==> config.mk <==
export PLATFORM = sky130hd
export DESIGN_NAME = cc20_core
export DESIGN_NICKNAME = d
export VERILOG_FILES = /design/src/rtl/cc20_pkg.sv /design/src/rtl/cc20_qr_cell.sv /design/src/rtl/cc20_core.sv
export SDC_FILE = /design/constraint.sdc
export NUM_CORES = 2
export LEC_CHECK = 0
export BUFFER_PORTS_ARGS = -buffer_cell sky130_fd_sc_hd__buf_4
export CAP_MARGIN = 0
export CORE_ASPECT_RATIO = 1.5
export CORE_UTILIZATION = 36
export DETAILED_ROUTE_END_ITERATION = 6
export REMOVE_ABC_BUFFERS = 1
export SLEW_MARGIN = 20
export SYNTH_ARGS = -nofsm -noshare
export SYNTH_HDL_FRONTEND = slang
export SYNTH_HIERARCHICAL = 1
export SYNTH_SLANG_ARGS = --single-unit
==> constraint.sdc <==
create_clock -name aclk -period 16.7 [get_ports aclk]
set_input_delay 3.34 -clock aclk [delete_from_list [all_inputs] [get_ports aclk]]
set_output_delay 3.34 -clock aclk [all_outputs]
set_load 0.05 [all_outputs]
==> src/rtl/cc20_pkg.sv <==
// Package: ChaCha20 stream cipher types, constants and helper functions.
package cc20_pkg;

    localparam int DOUBLE_ROUNDS = 10;
    localparam int NUM_WORDS     = 16;
    localparam int NUM_STEPS     = 2 * DOUBLE_ROUNDS;
    localparam int STEP_W        = $clog2(NUM_STEPS + 1);

    localparam logic [31:0] SIGMA0 = 32'h61707865;
    localparam logic [31:0] SIGMA1 = 32'h3320646e;
    localparam logic [31:0] SIGMA2 = 32'h79622d32;
    localparam logic [31:0] SIGMA3 = 32'h6b206574;

    localparam logic [2:0] REG_KEY0  = 3'd0;
    localparam logic [2:0] REG_KEY1  = 3'd1;
    localparam logic [2:0] REG_KEY2  = 3'd2;
    localparam logic [2:0] REG_KEY3  = 3'd3;
    localparam logic [2:0] REG_NONL  = 3'd4;
    localparam logic [2:0] REG_NONH  = 3'd5;
    localparam logic [2:0] REG_START = 3'd6;

    typedef logic [31:0] word_t;

    typedef struct packed {
        logic [31:0] data_in;
        logic [2:0]  byte_count;
        logic        last_word;
    } in_item_t;

    typedef struct packed {
        logic [31:0] data_out;
        logic [2:0]  byte_count_out;
        logic        last_out;
    } out_item_t;

    typedef struct packed {
        word_t a;
        word_t b;
        word_t c;
        word_t d;
    } quad_t;

    function automatic word_t rotl(input word_t v, input int n);
        rotl = (v << n) | (v >> (32 - n));
    endfunction

    function automatic quad_t quarter_round(input quad_t q);
        word_t a, b, c, d;
        a = q.a; b = q.b; c = q.c; d = q.d;
        a = a + b; d = rotl(d ^ a, 16);
        c = c + d; b = rotl(b ^ c, 12);
        a = a + b; d = rotl(d ^ a, 8);
        c = c + d; b = rotl(b ^ c, 7);
        quarter_round = '{a: a, b: b, c: c, d: d};
    endfunction

endpackage

==> src/rtl/cc20_qr_cell.sv <==
// Quarter-round cell: holds one state column; runs one quarter round a cycle while run is high.
module cc20_qr_cell (
    input  logic               aclk,
    input  logic               load,
    input  logic               run,
    input  cc20_pkg::quad_t    init_col,
    input  cc20_pkg::quad_t    from_nbr,
    output cc20_pkg::quad_t    col_out,
    output cc20_pkg::quad_t    qr_out
);
    import cc20_pkg::*;

    quad_t col_reg;

    assign col_out = col_reg;
    assign qr_out  = quarter_round(col_reg);

    // Load takes the fresh column; run takes the rerouted column handed in by the row.
    always_ff @(posedge aclk) begin
        if (load) begin
            col_reg <= init_col;
        end else if (run) begin
            col_reg <= from_nbr;
        end
    end
endmodule

==> src/rtl/cc20_core.sv <==
// Keystream core: a row of four quarter-round cells, alternating column and diagonal steps.
module cc20_core (
    input  logic                 aclk,
    input  logic                 aresetn,
    input  logic                 start,
    input  logic [511:0]         init_state,
    output logic                 busy,
    output logic                 done,
    output logic [511:0]         keystream
);
    import cc20_pkg::*;

    quad_t init_col [4];
    quad_t col_q    [4];
    quad_t qr_q     [4];
    quad_t nbr      [4];
    logic [STEP_W-1:0] step_reg;
    logic              busy_reg;
    logic              done_reg;
    logic [511:0]      init_reg;
    logic              diag;

    function automatic word_t iw(input logic [511:0] s, input int i);
        iw = s[32*i +: 32];
    endfunction

    assign diag = step_reg[0];

    genvar g;
    generate
        for (g = 0; g < 4; g++) begin : g_cell
            assign init_col[g] = '{a: iw(init_state, g), b: iw(init_state, 4 + g),
                                   c: iw(init_state, 8 + g), d: iw(init_state, 12 + g)};
            cc20_qr_cell u_cell (
                .aclk     (aclk),
                .load     (start),
                .run      (busy_reg),
                .init_col (init_col[g]),
                .from_nbr (nbr[g]),
                .col_out  (col_q[g]),
                .qr_out   (qr_q[g])
            );
        end
    endgenerate

    // Cell g holds column g in column steps and the diagonal starting at row-0 word g
    // in diagonal steps; the b, c, d rows shift between the cells between the two.
    always_comb begin
        for (int i = 0; i < 4; i++) begin
            nbr[i].a = qr_q[i].a;
            if (!diag) begin
                nbr[i].b = qr_q[(i + 1) % 4].b;
                nbr[i].c = qr_q[(i + 2) % 4].c;
                nbr[i].d = qr_q[(i + 3) % 4].d;
            end else begin
                nbr[i].b = qr_q[(i + 3) % 4].b;
                nbr[i].c = qr_q[(i + 2) % 4].c;
                nbr[i].d = qr_q[(i + 1) % 4].d;
            end
        end
    end

    always_comb begin
        for (int i = 0; i < 4; i++) begin
            keystream[32*i      +: 32] = col_q[i].a + iw(init_reg, i);
            keystream[32*(4+i)  +: 32] = col_q[i].b + iw(init_reg, 4 + i);
            keystream[32*(8+i)  +: 32] = col_q[i].c + iw(init_reg, 8 + i);
            keystream[32*(12+i) +: 32] = col_q[i].d + iw(init_reg, 12 + i);
        end
    end

    assign busy = busy_reg;
    assign done = done_reg;

    always_ff @(posedge aclk) begin
        if (start) begin
            init_reg <= init_state;
        end
    end

    always_ff @(posedge aclk) begin
        if (!aresetn) begin
            busy_reg <= 1'b0;
            done_reg <= 1'b0;
            step_reg <= '0;
        end else begin
            done_reg <= 1'b0;
            if (start) begin
                busy_reg <= 1'b1;
                step_reg <= '0;
            end else if (busy_reg) begin
                if (step_reg == STEP_W'(NUM_STEPS - 1)) begin
                    busy_reg <= 1'b0;
                    done_reg <= 1'b1;
                    step_reg <= '0;
                end else begin
                    step_reg <= step_reg + 1'b1;
                end
            end
        end
    end

    a_step_range: assert property (@(posedge aclk) disable iff (!aresetn)
        busy_reg |-> step_reg < STEP_W'(NUM_STEPS)) else $error("step out of range");
    a_done_after_busy: assert property (@(posedge aclk) disable iff (!aresetn)
        done_reg |-> $past(busy_reg)) else $error("done without busy");
    a_not_both: assert property (@(posedge aclk) disable iff (!aresetn)
        !(done_reg && busy_reg)) else $error("done while busy");
endmodule

=== Yosys cells after proc, flatten, opt, wreduce, memory -nomap -nowiden ===
Index checks and enable logic that the tools add are counted.
Widths: inputs -> output; s select.

* Equal/unequal tests: 1
* Muxes and demuxes: 17
* Bitwise gates (word level): 34
* Reductions and logical operators: 3
* $add $sub $neg: 33

{| class="wikitable"
|+ Operator list
! operator !! number
|-
| $add 32x32->32 || 32
|-
| $mux 128 || 8
|-
| $xor 32x32->32 || 16
|-
| $mux 96 || 4
|-
| $or 32x12->32 || 4
|-
| $or 32x16->32 || 4
|-
| $or 32x7->32 || 4
|-
| $or 32x8->32 || 4
|-
| $add 5x1->5 const B || 1
|-
| $eq 5x5->1 const B || 1
|-
| $mux 5 || 1
|-
| $mux 1 || 4
|-
| $reduce_or 3->1 || 1
|-
| $not 1->1 || 2
|-
| $reduce_bool 2->1 || 1
|-
| $reduce_or 2->1 || 1
|}

* Word-level logic and storage cells: 108
* Bits of input ports: 515
* Output and inout port bits: 514
* Register bits: 1031

=== Depth between registers and ports, before layout ===
* Depth in word-level cells: 15
* Mapped depth: 46
* Depth with buffers taken out: 46

=== Hierarchy ===
The synthesis kept the hierarchy.

{| class="wikitable"
|+ By module, submodules not included
! module !! times used !! area an instance (um^2) !! sequential area each (um^2) !! cells an instance
|-
| cc20_core || 1 || 43788.2 || 15514.9 || 4326
|-
| cc20_qr_cell (g_cell[0].u_cell ...) || 3 || 13406.6 || 3843.7 || 1292
|-
| cc20_qr_cell (g_cell[2].u_cell) || 1 || 13155.1 || 3843.7 || 1296
|}

=== Worst setup path after synthesis ===
No wires, ideal clock.

* Path kind: flip-flop to flip-flop
* Start: register g_cell[2].u_cell.col_reg (netlist bit g_cell[2].u_cell/col_out[64])
* End: register g_cell[3].u_cell.col_reg (netlist bit g_cell[3].u_cell/col_out[67]), data pin
* Cell stages (with the launch flop): 47
* Required time: 16.440 ns
* Library setup time: 0.260 ns
* Arrival time: 9.831 ns
* Path slack: 6.609 ns
* Cells stage by stage: edfxtp_1 -> ha_1 -> fa_1 -> a21oi_1 -> o21ai_0 -> nand4_1 -> nand4_1 -> o21a_1 -> a21o_1 -> a21oi_1 -> xnor2_1 -> xor2_1 -> ha_1 -> inv_1 -> fa_1 -> nor2b_1 -> o21a_1 -> o211ai_1 -> [11 not listed] -> o2111ai_1 -> nand3_1 -> a21oi_1 -> xnor2_1 -> xor2_1 -> ha_1 -> fa_1 -> a21oi_1 -> o21ai_0 -> a2111oi_0 -> o21bai_1 -> nand3_1 -> o211ai_1 -> mux2i_1 -> nor4b_1 -> xor2_1 -> mux2_2 -> mux2_2

{| class="wikitable"
|+ RTL lines
! item !! line !! text
|-
| start, declared || cc20_qr_cell.sv:13 || <nowiki>quad_t col_reg;</nowiki>
|-
| start signal, assigned || cc20_qr_cell.sv:21 || <nowiki>col_reg <= init_col;</nowiki>
|-
| start signal, assigned || cc20_qr_cell.sv:23 || <nowiki>col_reg <= from_nbr;</nowiki>
|-
| end signal, assigned || cc20_qr_cell.sv:21 ||
|-
| end signal, assigned || cc20_qr_cell.sv:23 ||
|-
| end, declared || cc20_qr_cell.sv:13 ||
|}

==> results.json <==
{
  "clock_period_minus_worst_slack_ps": 15730,
  "worst_pin_slew_ps": 1300,
  "library_cell_with_the_largest_summed_area_after_synthesis": "edfxtp_1",
  "ctsHoldBuffers": 0,
  "detail_route.iter0.violations": 9344,
  "outcome": "finished with violations",
  "grt_first_pass_wirelength_um": 799000,
  "yosys.cell_count.top_type": "edfxtp_1",
  "detailedPlacementHpwl_um": 543000,
  "port_buffers": 1028,
  "dieArea_um2": 272000,
  "fillers": 26185,
  "postCtsSetupRepairBufs": 0,
  "ys_async_sr_fraction_pct": 0,
  "die_h_um": 638,
  "aggregate_global_route_resource_usage_pct": 44.4,
  "max_clock_buf_depth": 3,
  "final_setup_violating_endpoints": 0,
  "period_share_pct": 94.2,
  "grt.overflow.total": 0,
  "antenna_left": 0,
  "grt_pass1_vias": 87239,
  "synth_enable_flop_cells": 1024,
  "antenna_violations_before_repair": 182,
  "yosys-top-cells-area": "edfxtp_1, ha_1, mux2_2",
  "detail_route.first_pass.iterations": 7,
  "critical_path.startpoint_type": "flop",
  "syn_avg_cell_area_um2": 10.2,
  "finalSetupTns_ps": 0,
  "layout-area-overhead-vs-synth_pct": 17.1,
  "crit_path_max_delay_cell_type": "xor2_1",
  "i_o_pin_count": 1029,
  "nNetsFinal": 12064,
  "cts_resized": 0,
  "htreeDepth": 3,
  "unique_cell_type_count_in_the_yosys_netlist": 116,
  "area_of_combinational_cells_with_multiple_inputs_um2": 64500,
  "synth_warnings": 6,
  "regArea_um2": 30900,
  "ys_seq_elements": 1031,
  "timing.critical_path.required_ps": 17270,
  "slew_viol_final": 0,
  "routed_wire_length_per_instance_um": 43.8,
  "hold_violations": 0,
  "timing.clock.skew_ps": 82.6,
  "synth.cell_area_um2": 97200,
  "worst_setup_path_class": "flop to flop",
  "post_drt_via_cell_ratio": 6.34,
  "synth_sequential_area_ratio_pct": 31.8,
  "relSlewSlack_pct": 12.9,
  "violated_checks": "DRC",
  "placement_rows": 233,
  "detail_route.drc_violations": 2,
  "final_gp_congestion": 1.29,
  "worst_skew_pair.late_latency_ps": 840,
  "worst_ep_arrival_time_ps": 16300,
  "dieWidth_um": 426,
  "design.core.area_um2": 268000,
  "slowest_delay_ps": 960,
  "setup_repair_after_global_routing_missed_its_margin": "false",
  "postRouteWirelength_um": 625000,
  "netlist_top_cells_count": "edfxtp_1, ha_1, a21oi_1",
  "clock.fmax_ghz": 0.0636,
  "postSynth.topFlopCell": "edfxtp_1",
  "drive_above_1_share_pct": 22.2,
  "timing.critical_path.to_type": "flop",
  "post-synth-top-area-fraction_pct": 31.6,
  "min-delay-path-class": "flop to flop",
  "grt_start_max_net_pins": 130,
  "tritoncts": "built",
  "cpMostUsedCell": "xor2_1",
  "syn_inst_count": 9498,
  "initial_core_util_pct": 36.2,
  "cts.sinks": 1031,
  "clock_tree.root_cell": "clkbuf_16",
  "timing.critical_path.fanout_max": 4,
  "maxCapViolations": 0,
  "vias": 90538,
  "numCtsBuffers": 114,
  "clkTransAtPathRegs_ps": 60
}
-- worst paths after layout --
check / to / start / cells past startpoint / slack (ps)
min: step_reg[1]$_SDFFE_PP0P_ / step_reg[1]$_SDFFE_PP0P_ / 2 / 540
max: g_cell[1].u_cell/col_out[64]$_DFFE_PP_ / g_cell[0].u_cell/col_out[64]$_DFFE_PP_ / 43 / 970
min reg2reg: step_reg[1]$_SDFFE_PP0P_ / step_reg[1]$_SDFFE_PP0P_ / 2 / 540
max reg2reg: g_cell[1].u_cell/col_out[64]$_DFFE_PP_ / g_cell[0].u_cell/col_out[64]$_DFFE_PP_ / 43 / 970
-- logic make-up (layout without fill, tap and decap cells) --
family	after synthesis	count (layout)	share of synthesized area, %
AOI/OAI and AO/OA	2900	2900	20.1
and+or+nand+nor	1768	1768	9.13
xor gates and xnor gates	1436	1436	14.2
adders and majority gates	1033	1033	13.5
DFF	1031	1031	31.8
muxes	787	787	9.10
buffers and inverters	543	1656	2.12
other	0	141	0
-- through the flow --
step	hold slack, ps	util (%)	cell area, um^2	worst slack, ps	cells
floorplan	475	-	96200	6600	9250
global placement	484	40.7	109000	704	13923
detailed placement	522	40.8	109000	1630	13924
finish	542	42.4	114000	967	14277
CTS	538	42.2	113000	1530	14135
global route	557	42.3	114000	1030	14203
-- critical path: cells and delay by family (launching register included) --
kind / cells / cell delay (ps)
buffers and inverters: 1 / 90
DFF: 1 / 640
muxes: 2 / 650
and+or+nand+nor: 9 / 1700
xor gates and xnor gates: 6 / 3600
AOI/OAI and AO/OA: 19 / 6340
adders and majority gates: 6 / 2430
-- final cells by class --
type,count,area share [%]
multi-input combinational,7924,56.7
sequential,1031,27.1
timing repair buffer,1150,7.62
tap,3525,3.88
clock buffer,133,2.63
inverter,295,0.973
clock inverter,78,0.779
antenna,141,0.310
-- routing by layer --
layer  up-vias  global-route usage [%]  wire length, um
met2      5326                    71.4           286000
met4        46                    51.7            87100
met1     44968                    44.2           205000
met3      1982                    10.2            47100
li1      38216                       -                -
met5         -                       0              320
-- cell usage in the layout, fill, tap and decap left out, drive strengths merged, types with 80 or more instances in the layout --
| cell | n |
|---|---|
| inv | 307 |
| nand2 | 398 |
| nor2b | 91 |
| clkbuf | 133 |
| nand3 | 168 |
| nand4 | 110 |
| a21o | 565 |
| nor3 | 94 |
| xor2 | 697 |
| o21a | 133 |
| xnor2 | 679 |
| nor2 | 449 |
| and3 | 106 |
| ha | 1001 |
| diode | 141 |
| a211oi | 119 |
| a31oi | 91 |
| buf | 1150 |
| o21bai | 125 |
| nand2b | 90 |
| edfxtp | 1024 |
| mux2 | 771 |
| o21ai | 443 |
| a21oi | 900 |
| o211ai | 80 |
Power is left out: the tool's default activity adds up to more than one toggle a clock period on the data nets, which glitch-free logic cannot reach.
